$ cat src/hdl/dmdff_pkg.sv
// shared constants for the dot-matrix frame fitter
// palette tables, output geometry and register indexes; no dependencies
`default_nettype none

package dmdff_pkg;

  // output frame geometry
  localparam int OUT_WIDTH     = 128;
  localparam int OUT_HEIGHT    = 32;
  localparam int MAX_SRC_WIDTH = 256;

  // pair-sum line buffer
  localparam int LINE_DEPTH = 128;
  localparam int LINE_AW    = $clog2(LINE_DEPTH);
  localparam int PAIR_W     = 5;

  // configuration register indexes
  localparam logic [1:0] CFG_SRC_WIDTH    = 2'd0;
  localparam logic [1:0] CFG_SRC_HEIGHT   = 2'd1;
  localparam logic [1:0] CFG_PIXEL_FORMAT = 2'd2;

  // pixel formats
  localparam logic [1:0] FMT_SHADE2 = 2'd0;
  localparam logic [1:0] FMT_SHADE4 = 2'd1;

  // two-bit shade to level
  localparam logic [3:0] SHADE2_LEVEL [4] = '{4'd0, 4'd1, 4'd4, 4'd15};

  // level * 0xff / 0xf
  localparam logic [7:0] RED_LUT [16] = '{
    8'd0,   8'd17,  8'd34,  8'd51,  8'd68,  8'd85,  8'd102, 8'd119,
    8'd136, 8'd153, 8'd170, 8'd187, 8'd204, 8'd221, 8'd238, 8'd255
  };

  // level * 0x45 / 0xf, rounded down
  localparam logic [7:0] GREEN_LUT [16] = '{
    8'd0,  8'd4,  8'd9,  8'd13, 8'd18, 8'd23, 8'd27, 8'd32,
    8'd36, 8'd41, 8'd46, 8'd50, 8'd55, 8'd59, 8'd64, 8'd69
  };

endpackage

`default_nettype wire

$ cat src/hdl/dmdff_pair_line.sv
// line buffer of horizontal pair sums for the 2x downscale
// one write and one registered read per cycle; widths from dmdff_pkg
`default_nettype none

module dmdff_pair_line #(
  parameter int ADDR_W = dmdff_pkg::LINE_AW,
  parameter int DATA_W = dmdff_pkg::PAIR_W
) (
  input  wire logic              clk,
  input  wire logic              wr_en,
  input  wire logic [ADDR_W-1:0] wr_addr,
  input  wire logic [DATA_W-1:0] wr_data,
  input  wire logic              rd_en,
  input  wire logic [ADDR_W-1:0] rd_addr,
  output      logic [DATA_W-1:0] rd_data
);

  logic [DATA_W-1:0] mem [2**ADDR_W];

  always_ff @(posedge clk) begin
    if (wr_en) begin
      mem[wr_addr] <= wr_data;
    end
  end

  // read data holds until the next read
  always_ff @(posedge clk) begin
    if (rd_en) begin
      rd_data <= mem[rd_addr];
    end
  end

endmodule

`default_nettype wire

$ cat src/hdl/dmd_frame_fit_128x32_top.sv
// top level of the dot-matrix frame fitter into a 128x32 orange-red frame
// uses dmdff_pkg and the pair-sum line buffer dmdff_pair_line
`default_nettype none

// Takes one luminance pixel per cycle in raster order and turns it into at most
// one pixel write of the 128x32 output frame. A 128x32 source is copied
// straight through, a 128-wide source with fewer than 32 rows is centred
// vertically, and a source 64 rows high and up to 256 wide is averaged over
// 2x2 blocks ((sum+2)>>2) and centred horizontally; anything else, or
// pixel format 2 or 3, counts pixels but writes nothing. frame_start on a pixel
// restarts the raster position; pixels after the last one of a frame are
// dropped until the next frame_start. Throughput is one pixel per cycle while
// the output is not stalled: each pixel costs at most one access to the 128-entry
// pair-sum line buffer (a write on even source rows, a read on odd ones), so the
// buffer never holds pixels back. A write word passes through the read stage,
// alongside the buffer read, and then through the output register. With the
// output stalled the block still takes pixels until one that makes a write
// waits in the read stage; pixels that make no write keep flowing until then.
// Configuration is only to be written with the pipe empty. The line buffer is
// not cleared; in downscale mode the first row pair of a frame fills it.

module dmd_frame_fit_128x32_top (
  input  wire logic       clk,
  input  wire logic       rst,
  // configuration
  input  wire logic       cfg_we,
  input  wire logic [1:0] cfg_index,
  input  wire logic [8:0] cfg_data,
  // pixel words in
  input  wire logic       pixel_valid,
  output      logic       pixel_ready,
  input  wire logic [3:0] pixel_value,
  input  wire logic       frame_start,
  // write words out
  output      logic       write_valid,
  input  wire logic       write_ready,
  output      logic [11:0] write_address,
  output      logic [7:0] red,
  output      logic [7:0] green,
  output      logic [7:0] blue,
  output      logic       frame_last
);

  localparam int AW = dmdff_pkg::LINE_AW;
  localparam int PW = dmdff_pkg::PAIR_W;

  // configuration registers
  logic [8:0] src_width;
  logic [6:0] src_height;
  logic [1:0] pixel_format;

  // raster state
  logic [7:0] column_count;
  logic [5:0] row_count;
  logic [3:0] held_pixel;
  logic       frame_done;

  // read stage
  logic          s1_valid;
  logic [11:0]   s1_addr;
  logic          s1_last;
  logic          s1_use_sum;
  logic [3:0]    s1_level;
  logic [PW-1:0] s1_pair;
  logic          s1_fmt4;
  logic [PW-1:0] line_rd;

  // ---------------------------------------------------------------------------
  // configuration port
  // ---------------------------------------------------------------------------
  always_ff @(posedge clk) begin
    if (rst) begin
      src_width    <= 9'(dmdff_pkg::OUT_WIDTH);
      src_height   <= 7'(dmdff_pkg::OUT_HEIGHT);
      pixel_format <= dmdff_pkg::FMT_SHADE2;
    end else if (cfg_we) begin
      unique case (cfg_index)
        dmdff_pkg::CFG_SRC_WIDTH:    src_width    <= cfg_data;
        dmdff_pkg::CFG_SRC_HEIGHT:   src_height   <= cfg_data[6:0];
        dmdff_pkg::CFG_PIXEL_FORMAT: pixel_format <= cfg_data[1:0];
        default: ;
      endcase
    end
  end

  // ---------------------------------------------------------------------------
  // front: raster position and mode decode
  // ---------------------------------------------------------------------------
  logic       accept;
  logic       s1_adv;
  logic [7:0] col;
  logic [5:0] row;
  logic       done_eff;
  logic [3:0] pix;
  logic       fmt_ok;
  logic       mode_copy, mode_ctr, mode_down;
  logic [8:0] col_plus;
  logic [6:0] row_plus;
  logic       col_end, row_end;
  logic [8:0] w_even;
  logic       pair_ok;
  logic       live;
  logic       emit;
  logic       line_wr, line_rd_en;
  logic [PW-1:0] pair;
  logic [5:0] ctr_ofs_full;
  logic [4:0] ctr_row;
  logic [7:0] ofsx_full;
  logic [6:0] x;
  logic [11:0] addr_copy, addr_ctr, addr_down;
  logic       last_copy, last_ctr, last_down;
  logic [11:0] emit_addr;
  logic       emit_last;

  assign s1_adv      = s1_valid && (!write_valid || write_ready);
  assign pixel_ready = !s1_valid || s1_adv;
  assign accept      = pixel_valid && pixel_ready;

  // frame_start restarts the position before the pixel is placed
  assign col      = frame_start ? 8'd0 : column_count;
  assign row      = frame_start ? 6'd0 : row_count;
  assign done_eff = frame_start ? 1'b0 : frame_done;
  assign live     = accept && !done_eff;

  // two-bit shades keep their low bits only
  assign pix = (pixel_format == dmdff_pkg::FMT_SHADE2) ? {2'd0, pixel_value[1:0]} : pixel_value;

  assign fmt_ok    = (pixel_format == dmdff_pkg::FMT_SHADE2) ||
                     (pixel_format == dmdff_pkg::FMT_SHADE4);
  assign mode_copy = fmt_ok && (src_width == 9'(dmdff_pkg::OUT_WIDTH)) &&
                     (src_height == 7'(dmdff_pkg::OUT_HEIGHT));
  assign mode_ctr  = fmt_ok && (src_width == 9'(dmdff_pkg::OUT_WIDTH)) &&
                     (src_height < 7'(dmdff_pkg::OUT_HEIGHT));
  assign mode_down = fmt_ok && (src_width <= 9'(dmdff_pkg::MAX_SRC_WIDTH)) &&
                     (src_height == 7'(2 * dmdff_pkg::OUT_HEIGHT));

  // raster advance; counters also stop at their own full range
  assign col_plus = {1'b0, col} + 9'd1;
  assign row_plus = {1'b0, row} + 7'd1;
  assign col_end  = (col_plus >= src_width) || (col == 8'hFF);
  assign row_end  = (row_plus >= src_height) || (row == 6'h3F);

  // downscale: odd column closes a pair, an odd trailing column is dropped
  assign w_even  = {src_width[8:1], 1'b0};
  assign pair_ok = col[0] && ({1'b0, col} < w_even);
  assign pair    = PW'({1'b0, held_pixel} + {1'b0, pix});
  assign x       = col[7:1];

  assign line_wr    = live && mode_down && pair_ok && !row[0];
  assign line_rd_en = live && mode_down && pair_ok && row[0];
  assign emit       = live && (mode_copy || mode_ctr || (mode_down && pair_ok && row[0]));

  // straight copy
  assign addr_copy = {row[4:0], 7'd0} + {4'd0, col};
  assign last_copy = (row == 6'(dmdff_pkg::OUT_HEIGHT - 1)) &&
                     (col == 8'(dmdff_pkg::OUT_WIDTH - 1));

  // vertical centring, offset (32 - h) / 2
  assign ctr_ofs_full = 6'(dmdff_pkg::OUT_HEIGHT) - {1'b0, src_height[4:0]};
  assign ctr_row      = ctr_ofs_full[5:1] + row[4:0];
  assign addr_ctr     = {ctr_row, 7'd0} + {4'd0, col};
  assign last_ctr     = (row_plus == src_height) && (col == 8'(dmdff_pkg::OUT_WIDTH - 1));

  // horizontal centring in downscale, offset (128 - w/2) / 2
  assign ofsx_full = 8'(dmdff_pkg::OUT_WIDTH) - src_width[8:1];
  assign addr_down = {row[5:1], 7'd0} + {5'd0, ofsx_full[7:1]} + {5'd0, x};
  assign last_down = (row == 6'(2 * dmdff_pkg::OUT_HEIGHT - 1)) && (col_plus == w_even);

  always_comb begin
    priority if (mode_copy) begin
      emit_addr = addr_copy;
      emit_last = last_copy;
    end else if (mode_ctr) begin
      emit_addr = addr_ctr;
      emit_last = last_ctr;
    end else begin
      emit_addr = addr_down;
      emit_last = last_down;
    end
  end

  // a live pixel always clears frame_done unless it closes the frame
  always_ff @(posedge clk) begin
    if (rst) begin
      column_count <= '0;
      row_count    <= '0;
      held_pixel   <= '0;
      frame_done   <= 1'b0;
    end else if (accept) begin
      if (!done_eff) begin
        if (col_end) begin
          column_count <= '0;
          if (row_end) begin
            row_count  <= row;
            frame_done <= 1'b1;
          end else begin
            row_count  <= row_plus[5:0];
            frame_done <= 1'b0;
          end
        end else begin
          column_count <= col_plus[7:0];
          row_count    <= row;
          frame_done   <= 1'b0;
        end
        if (mode_down && !col[0]) begin
          held_pixel <= pix;
        end
      end
    end
  end

  // ---------------------------------------------------------------------------
  // pair-sum line buffer: written on even rows, read on odd rows
  // ---------------------------------------------------------------------------
  dmdff_pair_line #(
    .ADDR_W (AW),
    .DATA_W (PW)
  ) u_line (
    .clk     (clk),
    .wr_en   (line_wr),
    .wr_addr (x[AW-1:0]),
    .wr_data (pair),
    .rd_en   (line_rd_en),
    .rd_addr (x[AW-1:0]),
    .rd_data (line_rd)
  );

  // ---------------------------------------------------------------------------
  // read stage, waits alongside the line buffer read
  // ---------------------------------------------------------------------------
  always_ff @(posedge clk) begin
    if (rst) begin
      s1_valid <= 1'b0;
    end else begin
      s1_valid <= emit || (s1_valid && !s1_adv);
    end
  end

  always_ff @(posedge clk) begin
    if (emit) begin
      s1_addr    <= emit_addr;
      s1_last    <= emit_last;
      s1_use_sum <= !(mode_copy || mode_ctr);
      s1_level   <= pix;
      s1_pair    <= pair;
      s1_fmt4    <= (pixel_format == dmdff_pkg::FMT_SHADE4);
    end
  end

  // ---------------------------------------------------------------------------
  // 2x2 average, palette and output register
  // ---------------------------------------------------------------------------
  logic [6:0] sum_rnd;
  logic [3:0] level;
  logic [3:0] pal_idx;

  assign sum_rnd = {2'd0, line_rd} + {2'd0, s1_pair} + 7'd2;
  assign level   = s1_use_sum ? sum_rnd[5:2] : s1_level;
  assign pal_idx = s1_fmt4 ? level : dmdff_pkg::SHADE2_LEVEL[level[1:0]];

  always_ff @(posedge clk) begin
    if (rst) begin
      write_valid <= 1'b0;
    end else if (s1_adv) begin
      write_valid <= 1'b1;
    end else if (write_ready) begin
      write_valid <= 1'b0;
    end
  end

  always_ff @(posedge clk) begin
    if (s1_adv) begin
      write_address <= s1_addr;
      red           <= dmdff_pkg::RED_LUT[pal_idx];
      green         <= dmdff_pkg::GREEN_LUT[pal_idx];
      frame_last    <= s1_last;
    end
  end

  // the palette has no blue
  assign blue = 8'd0;

endmodule

`default_nettype wire

$ cat config.mk
export PLATFORM = sky130hd
export DESIGN_NAME = dmd_frame_fit_128x32_top
export DESIGN_NICKNAME = d
export VERILOG_FILES = /design/src/hdl/dmdff_pkg.sv /design/src/hdl/dmdff_pair_line.sv /design/src/hdl/dmd_frame_fit_128x32_top.sv
export SDC_FILE = /design/constraint.sdc
export NUM_CORES = 1
export LEC_CHECK = 0
export ABC_AREA = 1
export BUFFER_PORTS_ARGS = -buffer_cell sky130_fd_sc_hd__buf_2
export CAP_MARGIN = 20
export CORE_MARGIN = 2
export CORE_UTILIZATION = 25
export DETAILED_ROUTE_END_ITERATION = 8
export GPL_ROUTABILITY_DRIVEN = 0
export SLEW_MARGIN = 25
export SYNTH_ARGS = -nofsm -noshare
export SYNTH_HDL_FRONTEND = slang
export SYNTH_HIERARCHICAL = 1
export SYNTH_SLANG_ARGS = --single-unit
$ cat constraint.sdc
create_clock -name clk -period 7.6 [get_ports clk]
set_input_delay 0.76 -clock clk [delete_from_list [all_inputs] [get_ports clk]]
set_output_delay 0.76 -clock clk [all_outputs]
set_load 0.02 [all_outputs]
Yosys cells after proc, flatten, opt, wreduce, memory -nomap -nowiden
Memory sizes are Yosys's and may differ from the RTL's. A register that Yosys moved wholly into a read port is not among the register bits.
Index checks and enable logic that the tools add are counted.
{ "classes": {"addsub": 12, "mux": 22, "magnitude_cmp": 6, "reduce_logical": 44, "eq_ne": 12, "n_bitwise": 3} }
{ "ops": {"columns": ["operator", "n"], "rows": [
  ["12-bit by 7-bit adder with 12-bit output", 2],
  ["12-bit by 8-bit adder with 12-bit output", 2],
  ["12-bit two-way mux", 2],
  ["1-bit logical AND", 21],
  ["4-bit two-way mux", 5],
  ["6-bit two-way mux", 3],
  ["8-bit two-way mux", 2],
  ["8-bit by 1-bit adder with 9-bit output, second input constant", 1],
  ["9-bit by 8-bit == test with 1-bit output, second input constant", 1],
  ["9-bit == test", 1],
  ["9-bit greater-or-equal comparator", 1],
  ["9-bit <= comparator, second input constant", 1],
  ["8-bit by 9-bit < comparator with 1-bit output", 1],
  ["1-bit two-way mux", 9],
  ["4-bit binary-select mux with 2-bit select", 1],
  ["8-bit by 7-bit == test with 1-bit output, second input constant", 1],
  ["8-bit == test, second input constant", 1],
  ["1-bit logical OR", 8],
  ["2-bit AND reduction", 4],
  ["8-bit subtractor, first input constant", 1],
  ["6-bit by 1-bit adder with 7-bit output, second input constant", 1],
  ["7-bit by 6-bit == test with 1-bit output, second input constant", 1],
  ["7-bit == test", 1],
  ["7-bit == test, second input constant", 1],
  ["19 further kinds", 27]
]} }
{ "word_totals": {"romBits": 256, "register_bits": 76, "input_bits": 21, "n_memories": 3, "mem_bits_rw": 640, "out_inout_bits": 39} }
{ "mem_list": {"columns": ["memory", "depth", "word_bits", "read_ports", "rd_ports_with_merged_regs", "write_ports", "line", "source"], "rows": [
  ["u_line.mem", 128, 5, 1, 1, 1, "dmdff_pair_line.sv:18", "logic [DATA_W-1:0] mem [2**ADDR_W];"],
  ["(name not given)", 16, 8, 1, 1, 0, "dmd_frame_fit_128x32_top.sv:275", "green <= dmdff_pkg::GREEN_LUT[pal_idx];"],
  ["(name not given)", 16, 8, 1, 1, 0, "dmd_frame_fit_128x32_top.sv:274", "red <= dmdff_pkg::RED_LUT[pal_idx];"]
]} }

Logic depth before layout (Yosys ltp)
Gate-level depths: netlist of run 1.
{ "logic_depth": {"ltp_word": 11, "depth_mapped": 20, "mapped_depth_nobuf": 20} }

Cells and area by module
Netlist of run 1, hierarchy kept.
{ "by_module_without_submodules": {"columns": ["module", "seq_area_each_um2", "area_per_inst_um2", "instances", "cells_per_inst"], "rows": [
  ["dmdff_pair_line", 19368.6, 26746.9, 1, 2308],
  ["dmd_frame_fit_128x32_top", 2222.1, 6012.0, 1, 743]
]} }

Worst setup path after synthesis of run 1
Ideal clock, no wire load.
{ "synth_path": {"path_kind": "input to register", "from": "in pixel_value[0]", "to": "reg s1_pair[4], data pin", "path_stages": 4, "path_slack_ps": -2, "t_arrival_ps": 6398, "cell_sequence": "ha_1 -> inv_1 -> fa_1 -> o21ai_0"} }
{ "synth_between": {"elab_chain_cells": 2} }
{ "synth_rtl": {"columns": ["element", "line", "source"], "rows": [
  ["start: declaration", "dmd_frame_fit_128x32_top.sv:32", "input wire logic [3:0] pixel_value,"],
  ["4-bit two-way mux", "dmd_frame_fit_128x32_top.sv:126", "assign pix = (pixel_format == dmdff_pkg::FMT_SHADE2) ? {2'd0, pixel_value[1:0]} : pixel_value;"],
  ["4-bit by 4-bit adder with 5-bit output", "dmd_frame_fit_128x32_top.sv:146", "assign pair = PW'({1'b0, held_pixel} + {1'b0, pix});"],
  ["net pair[4]", "dmd_frame_fit_128x32_top.sv:105", "logic [PW-1:0] pair;"],
  ["end signal: assignment", "dmd_frame_fit_128x32_top.sv:245", "s1_pair <= pair;"],
  ["end: declaration", "dmd_frame_fit_128x32_top.sv:64", "logic [PW-1:0] s1_pair;"]
]} }
The timed path passes the listed nets, and every way through them passes these cells.
A chain may end at the register's enable or synchronous reset.

Final worst setup path of run 1
{ "layout_path": {"from": "reg column_count[3]", "to": "mem u_line/mem[54][4] (netlist name), enable pin"} }
{ "layout_between": {"elab_chain_cells": 7} }
{ "layout_rtl": {"columns": ["element", "line", "source"], "rows": [
  ["start: declaration", "dmd_frame_fit_128x32_top.sv:53", "logic [7:0] column_count;"],
  ["start signal: assignment", "dmd_frame_fit_128x32_top.sv:201", "column_count <= col_plus[7:0];"],
  ["8-bit two-way mux", "dmd_frame_fit_128x32_top.sv:120", "assign col = frame_start ? 8'd0 : column_count;"],
  ["8-bit by 9-bit < comparator with 1-bit output", "dmd_frame_fit_128x32_top.sv:145", "assign pair_ok = col[0] && ({1'b0, col} < w_even);"],
  ["1-bit logical AND", "dmd_frame_fit_128x32_top.sv:145", null],
  ["1-bit logical AND (2 in a row)", "dmd_frame_fit_128x32_top.sv:149", "assign line_wr = live && mode_down && pair_ok && !row[0];"],
  ["net line_wr", "dmd_frame_fit_128x32_top.sv:104", "logic line_wr, line_rd_en;"],
  ["1-bit two-way mux", "dmdff_pair_line.sv:21", "if (wr_en) begin"],
  ["1-bit two-way mux (implied by the code)", "dmdff_pair_line.sv:22", "mem[wr_addr] <= wr_data;"],
  ["end: declaration", "dmdff_pair_line.sv:18", null]
]} }
The timed path passes the listed nets, and every way through them passes these cells.

==> summary.txt, run 1 <==
Period minus WS final = 4.74 ns
I/O pin count = 60
Worst Tran Pin Value = 1.12 ns
cells after synthesis = 3051
Post-synth ARST share = 0%
largest net degree at the start of global routing = 190
Top Metal Used = met5
Max Root-Sink Buffers = 3
Hold Vio Cnt, Final = 0
CP arrival = 4.99 ns
synthesized area = 32800 um^2
Row Count = 132
VDD IR max = 0.147 mV
post-CTS sizing = 0
area of the core = 130000 um^2
clk slew on worst S/H paths = 0.06 ns
compound-cell area share of the yosys netlist = 2.23%
Final period util = 62.4%
Main synth FF type = edfxtp_1
status = completed
grt ovf = 0
Max Freq = 0.211 GHz
Slew Limit Fails = 0
layout cells sized above 1 = 8.16%
RSZ-0062 raised after global routing = false
YS warnings = 6
first-pass GRT wire length = 126000 um
number of buffers created by CTS = 79
Crit Path Max Fanout = 33
power share of the clock group = 42.5%
Setup Fix Bufs, Post-CTS = 0
post-synth top area cell = edfxtp_1
post-synthesis simple-gate area fraction = 24.0%
post-route worst setup slack = 2.86 ns
Slew headroom = 25.1%
# hold bufs at CTS = 0
Critical Path RT = 7.84 ns
Adder-Cell Fraction of Synth Area = 2.35%
met3 wire len = 4760 um
Post-synth EDFFs = 693
startpoint types = flop
Detailed Routing Iterations Pass 1 = 6
Iteration-0 DRC Markers = 1939
wire length on met2 = 39800 um
Seq pwr share = 53.2%
main combinational cell family by area after synthesis = simple AND/OR/NAND/NOR gates
Internal Power = 6.55 mW
cell area after layout = 36800 um^2
final core occ = 28.4%
Initial Util = 25.2%
dpl ws = 2.36 ns
H-Tree Depth = 3
Hold Path Class = primary input to flop
chip width = 366 um
DRC = 0
Via density = 4.57
via count = 22203
Metal-1 WL = 35700 um
CTS root buf = clkbuf_16
drt wl/cell = 16.9 um
Antenna Cells = 0
Total Routed Length = 82200 um
Area contributors post-synth = edfxtp_1, nand2_1, nand3_1
CTS tree = yes
P_leak = 13.3 nW
CTS Sinks = 732
Seq/Total Area, Yosys = 65.9%
Die Y = 366 um
combinational power share = 4.3%
vias in the first global route = 21949
Layout Nets = 3131
Switching Fraction = 21.6%
crit end category = flop
hpwl dp = 50000 um
CP Class = flop to flop
Area after DPL = 34400 um^2
Unique masters post-synth = 53
share of the synthesized area in the top cell type = 63.5%
Area growth syn-to-layout = 12.4%
Synth Register Bits = 732
Total GRT Usage = 11.9%
final setup fails = 0
Max Cap Violations = 0
Synth Area in XOR/XNOR = 0.561%
Setup Skew = 0.0336 ns
Cell Pwr Density = 227 nW/um^2
initial antenna violation count = 1
worst-skew pair later-pin latency = 0.63 ns
I/O Buffers = 50
Antenna Nets Post-Route = 0
Filler Cell Count = 13508
mux share of post-synthesis cell area = 0%
Die ar. = 134000 um^2
Setup TNS = 0 ns
Avg Cell Area, Syn = 10.7 um^2
net switching power = 1.81 mW
## sequential cells by signal, summed over array words and instances (netlist names), 2 cells and up
name            count
pixel_format        2
s1_addr            12
write_address      12
src_height          7
u_line/rd_data      5
s1_level            4
src_width           9
held_pixel          4
green               7
u_line/mem        640
column_count        8
red                 4
row_count           6
s1_pair             5
## cells by family after synthesis
family	Yosys count
buffers and inverters	307
other	1
XOR/XNOR	21
AND/OR/NAND/NOR	1799
AO/OA/AOI/OAI	132
adder cells (fa/ha/maj)	59
flip-flops	732
## final timing paths
kind | endpoint | start | slack [ns] | cells after the start
hold reg to reg | frame_last$_DFFE_PP_ | s1_last$_DFFE_PP_ | 0.42 | 0
setup / recovery | u_line/mem[54][4]$_DFFE_PP_ | column_count[3]$_SDFFE_PP0P_ | 2.86 | 16
setup reg to reg | u_line/mem[54][4]$_DFFE_PP_ | column_count[3]$_SDFFE_PP0P_ | 2.86 | 16
hold / removal | src_width[7]$_SDFFE_PP1P_ | cfg_data[7] | 0.37 | 3
## cell type report
class                   instances  area [um^2]  area share [%]
flip-flops and latches        732        21600            58.7
multi-input cells            2020         9640            26.2
inverters                     138          556            1.51
repair buffers                 80          475            1.29
clock inverters                41          265           0.721
well taps                    1742         2180            5.92
clock buffers                 102         2110            5.72
## cell usage after synthesis (9+ instances only)
master / instances
nand2_1: 906
edfxtp_1: 693
nand3_1: 636
nor2_1: 185
inv_1: 120
a21oi_1: 60
ha_1: 55
buf_2: 48
o21ai_0: 44
clkbuf_1: 42
dfxtp_1: 39
buf_6: 37
buf_4: 26
xor2_1: 18
buf_1: 14
nor3_1: 14
inv_2: 13
nand4_1: 9
## placed cells by master, fill, tap and decap left out, types with 5 or more instances in the layout
cell type / n
nor2_1: 184
clkbuf_1: 21
inv_1: 118
buf_4: 30
clkbuf_16: 81
xor2_1: 17
clkinv_2: 17
dfxtp_1: 39
o21ai_0: 43
a21oi_1: 59
ha_1: 54
inv_2: 13
nor3_1: 14
buf_2: 50
nor2_4: 8
nand2_2: 10
clkinv_1: 19
o21ai_1: 7
nand4_1: 9
edfxtp_1: 693
nand2_4: 5
nand2_1: 903
conb_1: 9
nand3_1: 636
or2_2: 5
## per-layer routing
metal,global-route usage (%),vias to the layer above
li1,-,10559
met1,15.5,10820
met2,20.5,686
met3,1.48,136
met4,3.65,2
met5,0,-
## critical path, stage by stage (launching register included)
cell	delay [ns]
dfxtp_1	0.33
inv_1	0.12
nor2_4	0.10
buf_4	0.38
ha_1	0.32
a21boi_0	0.12
o21ai_0	0.11
nand2_1	0.09
nand2_1	0.06
nand3_1	0.06
nand3_1	0.07
nand2_1	0.05
nand2_1	0.08
nand2_1	0.06
nor2_1	0.78
nand2_1	0.96
nor2_1	0.64
## power groups by stage
stage | clock network, mW | registers (mW) | logic, mW
floorplan | 0 | 4.54 | 0.238
global route | 3.78 | 4.45 | 0.399
detailed placement | 0 | 4.53 | 0.357
CTS | 3.62 | 4.45 | 0.359
finish | 3.55 | 4.45 | 0.357
global placement | 0 | 4.53 | 0.357
## per-stage QoR
step	hold slack (ns)	total power, mW	std cells
6_report	0.373	8.36	4855
4_1_cts	0.344	8.43	4855
2_1_floorplan	0.400	4.78	3059
3_3_place_gp	0.405	4.89	4712
3_5_place_dp	0.408	4.89	4712
5_1_grt	0.382	8.63	4855
No activity file was read; power rests on OpenSTA's default activity.
==> run 2, diff against run 1 <==
Clock period 7.6 ns to 4.8 ns, I/O delays scaled along.
==> run 2 against run 1 <==
Total power increased by 62%. Clock skew is 0.0093 ns lower. Non-clock buffer count rose by 13. Combinational power grew 62%. Cell area up 1.1%. Utilization grew 0.30 points. Sequential power up 58%. Sequential share of layout area is 0.62 points lower. Cell count is 0.33% higher. Clock power grew 68%. Critical path type unchanged.
==> summary.txt, run 2 (synthesized netlist as in run 1, its figures left out) <==
VDD IR max = 0.239 mV (+63%)
P_leak = 13.4 nW (+1.2%)
layout cells sized above 1 = 8.50% (+0.34 points)
Total GRT Usage = 12.0% (+0.086 points)
clk slew on worst S/H paths = 0.06 ns (about the same)
CTS root buf = clkbuf_16
CP Cell Sequence = inv_1 -> ha_1 -> nand2_1 -> nor2_1 -> nand2_1 -> nor3_1 -> nand3_1 -> nor2_1 -> nand2_1 -> nor2_1 -> buf_4 -> nand3_1 -> nor2_1
Detailed Routing Iterations Pass 1 = 5 (-1)
Initial Util = 25.2% (unchanged)
Cell Pwr Density = 365 nW/um^2 (+61%)
area of the core = 130000 um^2 (unchanged)
Setup Fix Bufs, Post-CTS = 0 (unchanged)
Finished Layout Cells = 4871 (+0.33%)
initial antenna violation count = 0 (-1)
# hold bufs at CTS = 0 (unchanged)
CP Depth = 13 (-3)
R2R Path End = u_line/mem[74][3]$_DFFE_PP_
biggest regs = u_line/mem (640), s1_addr (12), write_address (12)
Max Freq = 0.291 GHz (+38%)
slowest stage delay, CP = 0.52 ns (-0.44 ns)
Die Y = 366 um (unchanged)
hpwl dp = 49700 um (-0.62%)
number of buffers created by CTS = 78 (-1.3%)
CTS tree = yes
Setup Skew = 0.0243 ns (-0.00932 ns)
worst min-delay path startpoint = cfg_data[7]
I/O Buffers = 50 (unchanged)
vias in the first global route = 21933 (-0.073%)
Hold Vio Cnt, Final = 0 (unchanged)
reg-to-reg startpoint = src_height[1]$_SDFFE_PP0P_
via count = 22238 (+0.16%)
leading cell type in the layout, fill and taps excluded = nand2_1
Row Count = 132 (unchanged)
Worst Tran Pin Value = 1.00 ns (-0.120 ns)
post-route worst setup slack = 1.37 ns (-1.49 ns)
Slew Limit Fails = 0 (unchanged)
r2r setup slk = 1.37 ns (-1.49 ns)
Via density = 4.57 (-0.17%)
Filler Cell Count = 13452 (-0.41%)
dpl ws = 0.959 ns (-1.41 ns)
delay-heaviest family, CP = simple AND/OR/NAND/NOR gates
placed insts = 4725 (+0.28%)
Layout Nets = 3143 (+0.38%)
Crit Path Max Fanout = 8 (-76%)
grt ovf = 0 (unchanged)
chip width = 366 um (unchanged)
Critical Path RT = 5.05 ns (-2.79 ns)
Area growth syn-to-layout = 13.6%
Total Routed Length = 82300 um (+0.14%)
Iteration-0 DRC Markers = 1917 (-1.1%)
most frequent cells in the layout = nand2_1, edfxtp_1, nand3_1
Slowest-stage cell, CP = nor2_1
worst-skew pair later-pin latency = 0.62 ns (about the same)
drt wl/cell = 16.9 um (-0.19%)
Period minus WS final = 3.43 ns (-1.31 ns)
CTS Sinks = 732 (unchanged)
Reg2Reg Depth = 13 (-3)
Largest Register = u_line/mem
status = completed
H-Tree Depth = 3 (unchanged)
RSZ-0062 raised after global routing = false
Max Root-Sink Buffers = 3 (unchanged)
WP buf/inv = 2 (unchanged)
CP arrival = 3.69 ns (-1.30 ns)
Slew headroom = 33.3% (+8.2 points)
Setup TNS = 0 ns (unchanged)
largest net degree at the start of global routing = 231 (+22%)
Largest register FFs = 640 (unchanged)
post-CTS sizing = 0 (unchanged)
I/O pin count = 60 (unchanged)
crit end category = flop
Antenna Nets Post-Route = 0 (unchanged)
startpoint types = flop
DRC = 0 (unchanged)
Final period util = 71.6% (+9.2 points)
Crit. Startpoint = src_height[1]$_SDFFE_PP0P_
final setup fails = 0 (unchanged)
first-pass GRT wire length = 128000 um (+1.1%)
Max Cap Violations = 0 (unchanged)
CP Class = flop to flop
Setup crit end = u_line/mem[74][3]$_DFFE_PP_
Hold Path Class = primary input to flop
Crit path top cell by count = nor2_1
Die ar. = 134000 um^2 (unchanged)
## run 2: layout make-up
| class | count | area [um^2] | area share [%] |
|---|---|---|---|
| Multi-Input combinational cell | 2020 | 9640 | 25.9 |
| Timing Repair Buffer | 93 | 698 | 1.88 |
| Inverter | 138 | 551 | 1.48 |
| Antenna cell | 1 | 2.50 | 0.00673 |
| Tap cell | 1742 | 2180 | 5.86 |
| Sequential cell | 732 | 21600 | 58.0 |
| Clock inverter | 46 | 447 | 1.20 |
| Clock buffer | 99 | 2090 | 5.63 |
## run 2: report_power, final
group | switching [mW] | total [mW] | internal, mW
registers | 0.0186 | 7.04 | 7.02
clock network | 2.43 | 5.95 | 3.52
logic | 0.424 | 0.577 | 0.153
## run 2: per-layer routing
layer / part of all wire [%] / wire length, um / vias up / global-route usage [%]
li1: - / - / 10587 / -
met2: 48 / 39300 / 707 / 20.3
met4: 2.3 / 1860 / 0 / 3.27
met5: 0 / 0 / - / 0
met1: 44 / 36100 / 10810 / 15.9
met3: 6.1 / 5010 / 134 / 1.84
## run 2: worst min-delay path, cell delays in order
cell and delay (ns):
buf_2 0.09, nand2_1 0.05, o211ai_1 0.07
## run 2: worst min-delay path by stage
| stage | to | slack (ns) | depth (start not counted) |
|---|---|---|---|
| CTS | src_width[7]$_SDFFE_PP1P_ | 0.07 | 3 |
| global placement | write_address[11]$_DFFE_PP_ | 0.41 | 0 |
| finish | src_width[7]$_SDFFE_PP1P_ | 0.10 | 3 |
| floorplan | frame_last$_DFFE_PP_ | 0.40 | 0 |
| global route | src_width[7]$_SDFFE_PP1P_ | 0.1 | 3 |
| detailed placement | write_address[6]$_DFFE_PP_ | 0.40 | 0 |
## run 2: stage by stage
step	total power, mW	hold slack [ns]	instance area [um^2]	util (%)
global placement	7.75	0.410	34700	26.7
CTS	13.7	0.0713	37200	28.7
finish	13.6	0.101	37200	28.7
global route	14.0	0.0992	37200	28.7
floorplan	7.56	0.400	32800	-
detailed placement	7.75	0.405	34700	26.7
==> run 3, diff against run 2 <==
Settings changed: ABC_AREA 1 to 0.
Clock period 4.8 ns to 3.4 ns, I/O delays scaled along.
==> run 3 against run 2 <==
Worst setup slack worse by 1.3 ns. Hold slack worse by 0.053 ns. Wire length is 13% lower. Fmax is 3.4% higher. Critical path depth is 5 lower. Clock power is 41% higher. Via count is 26% lower. Sequential share of layout area is 0.47 points higher. Combinational power is 38% higher. Critical path type unchanged. Highest routed layer unchanged.
==> summary.txt, run 3 <==
Max Freq = 0.301 GHz (+3.4%)
CP arrival = 3.68 ns (about the same)
P_leak = 11.2 nW (-17%)
layout cells sized above 1 = 29.8% (+21 points)
Worst Tran Pin Value = 0.948 ns (-0.0522 ns)
CTS Sinks = 732 (unchanged)
Total GRT Usage = 11.2% (-0.75 points)
Synth Register Bits = 732 (unchanged)
Max Cap Violations = 0 (unchanged)
Period minus WS final = 3.32 ns (-0.113 ns)
Area after DPL = 34100 um^2 (-1.6%)
CP Depth = 8 (-5)
Setup TNS = 0 ns (unchanged)
Crit path top cell by count = mux4_2
Row Count = 128 (-3.0%)
clk slew on worst S/H paths = 0.06 ns (about the same)
worst-skew pair later-pin latency = 0.63 ns (about the same)
Main synth FF type = edfxtp_1
power share of the clock group = 43.8% (about the same)
WHS Path Cells = 4 (+1)
Seq/Total Area, Yosys = 69.9% (+4.0 points)
DRC = 0 (unchanged)
slowest stage delay, CP = 0.57 ns (+0.05 ns)
Layout Nets = 1968 (-37%)
biggest regs = u_line/mem (640), s1_addr (12), write_address (12)
worst hold slack = 0.0473 ns (-0.0534 ns)
Slowest-stage cell, CP = mux4_2
Slew headroom = 36.5% (+3.2 points)
CTS root buf = clkbuf_16
combinational power share = 4.2% (about the same)
WP buf/inv = 3 (+1)
Total Routed Length = 71800 um (-13%)
H-Tree Depth = 3 (unchanged)
share of the synthesized area in the top cell type = 67.4% (+3.8 points)
Detailed Routing Iterations Pass 1 = 5 (unchanged)
initial antenna violation count = 0 (unchanged)
synthesized area = 30900 um^2 (-5.7%)
Post-synth EDFFs = 693 (unchanged)
area of the core = 122000 um^2 (-5.9%)
VDD IR max = 0.380 mV (+59%)
Hold Path Class = primary input to flop
Initial Util = 25.3% (+0.046 points)
cell area after layout = 36900 um^2 (-0.80%)
status = completed
cells after synthesis = 1710 (-44%)
via count = 16418 (-26%)
largest net degree at the start of global routing = 130 (-44%)
post-synth top area cell = edfxtp_1
Seq pwr share = 52.0% (about the same)
crit end category = flop
Max Root-Sink Buffers = 3 (unchanged)
Cell Pwr Density = 518 nW/um^2 (+42%)
vias in the first global route = 16784 (-23%)
delay-heaviest family, CP = multiplexers
RSZ-0062 raised after global routing = true
final core occ = 30.2% (+1.5 points)
first-pass GRT wire length = 109000 um (-15%)
leading cell type in the layout, fill and taps excluded = edfxtp_1
number of buffers created by CTS = 76 (-2.6%)
drt wl/cell = 20.1 um (+19%)
met1 GRT Util = 14.8% (-1.1 points)
Crit Path Max Fanout = 19 (+11)
Final period util = 97.7% (+26 points)
Antenna Cells = 0 (-1)
Reg2Reg Depth = 8 (-5)
Die ar. = 126000 um^2 (-5.6%)
grt ovf = 0 (unchanged)
met2 usage = 18.9% (-1.4 points)
startpoint types = flop
Internal Power = 15.2 mW (+42%)
I/O pin count = 60 (unchanged)
I/O Buffers = 50 (unchanged)
Critical Path RT = 3.76 ns (-1.29 ns)
Setup Skew = 0.0247 ns (+0.000354 ns)
net switching power = 3.93 mW (+37%)
final setup fails = 0 (unchanged)
Post-synth ARST share = 0% (unchanged)
Largest register FFs = 640 (unchanged)
CP Cell Sequence = inv_1 -> nor2_4 -> buf_12 -> buf_12 -> mux4_2 -> mux4_2 -> mux4_2 -> mux2_2
CP Class = flop to flop
most frequent cells in the layout = edfxtp_1, mux4_2, nor2_1
CTS tree = yes
Iteration-0 DRC Markers = 1329 (-31%)
Area contributors post-synth = edfxtp_1, mux4_2, dfxtp_1
Unique masters post-synth = 65 (+23%)
chip width = 356 um (-2.9%)
count leader, synth = edfxtp_1
post-route worst setup slack = 0.0781 ns (-1.29 ns)
YS warnings = 6 (unchanged)
Switching Fraction = 20.6% (-0.60 points)
r2r setup slk = 0.08 ns (-1.29 ns)
hpwl dp = 48000 um (-3.4%)
Via density = 4.60 (+0.68%)
Antenna Nets Post-Route = 0 (unchanged)
Post-synth top cells = edfxtp_1, mux4_2, nor2_1
Hold Vio Cnt, Final = 0 (unchanged)
busiest grt layer = met2
Die Y = 356 um (-2.9%)
dpl ws = -0.319 ns (-1.28 ns)
Largest Register = u_line/mem
Slew Limit Fails = 0 (unchanged)
Avg Cell Area, Syn = 18.1 um^2 (+68%)
met3 Use GR = 1.97% (+0.13 points)
Area growth syn-to-layout = 19.5%
[run 3: changes by cell type in the layout (fill, tap and decap cells not counted), moves of 30 or more]
cell / before / now
inv_1: 118 / 40
nand3_1: 636 / 33
nor2_2: 4 / 36
nor2_1: 184 / 154
mux4_2: 0 / 210
nand2_1: 906 / 52
buf_4: 33 / 105
[run 3: cell type report]
| cell class | instances | area, um^2 |
|---|---|---|
| multi-input combinational | 843 | 8970 |
| clock buffer | 92 | 2000 |
| fill | 11732 | 85300 |
| timing repair buffer | 191 | 1640 |
| sequential | 732 | 21600 |
| inverter | 44 | 166 |
| clock inverter | 45 | 504 |
| tap | 1625 | 2030 |
[run 3: per-layer routing]
layer	vias to the layer above	routed length, um	part of all wire, %
li1	7140	-	-
met1	8625	30400	42
met2	538	35300	49
met3	115	3990	5.6
met4	0	2020	2.8
met5	-	0	0
[run 3: power by group through the flow]
stage	registers (mW)	logic (mW)	clock network (mW)
after floorplan	10.1	0.507	0
after detailed placement	10.1	0.786	0
after global routing	9.93	0.878	8.91
after global placement	10.1	0.764	0
final	9.93	0.797	8.38
after CTS	9.93	0.803	8.57
[run 3: final timing paths]
path	startpoint	to
hold / removal	write_ready	write_valid$_SDFFE_PP0P_
setup / recovery	column_count[1]$_SDFFE_PP0P_	u_line/rd_data[4]$_DFFE_PP_
setup reg to reg	column_count[1]$_SDFFE_PP0P_	u_line/rd_data[4]$_DFFE_PP_
hold reg to reg	s1_addr[10]$_DFFE_PP_	write_address[10]$_DFFE_PP_
[run 3: kinds of logic (layout without fill, tap and decap cells)]
kind of cell,count (synthesis),after routing,synth area share (%)
AOI/OAI and AO/OA,120,120,2.56
muxes,240,240,16.3
xor gates and xnor gates,38,38,1.08
other,1,9,0.0121
and+or+nand+nor,377,377,5.60
buffers and inverters,143,372,2.06
DFF,732,732,69.9
adders and majority gates,59,59,2.49
[run 3: repair_timing]
action / 4_1_cts / 5_1_grt
buffers inserted: 1 / 0
pin swaps: 1 / 3
hold buffers: 11 / 0
gates resized for setup: 14 / 38
setup endpoints to repair: 501 / 506
endpoints found under the hold margin: 21 / 0
[run 3: per-stage QoR]
step           cells  power (mW)
5_1_grt         3572        19.7
4_1_cts         3572        19.3
2_1_floorplan   1718        10.6
3_3_place_gp    3423        10.9
6_report        3572        19.1
3_5_place_dp    3423        10.9
[run 3: worst register-to-register path: stages, from the launching register on]
cell	delay [ns]
dfxtp_1	0.35
inv_1	0.12
nor2_4	0.17
buf_12	0.22
buf_12	0.24
mux4_2	0.59
mux4_2	0.53
mux4_2	0.53
mux2_2	0.30
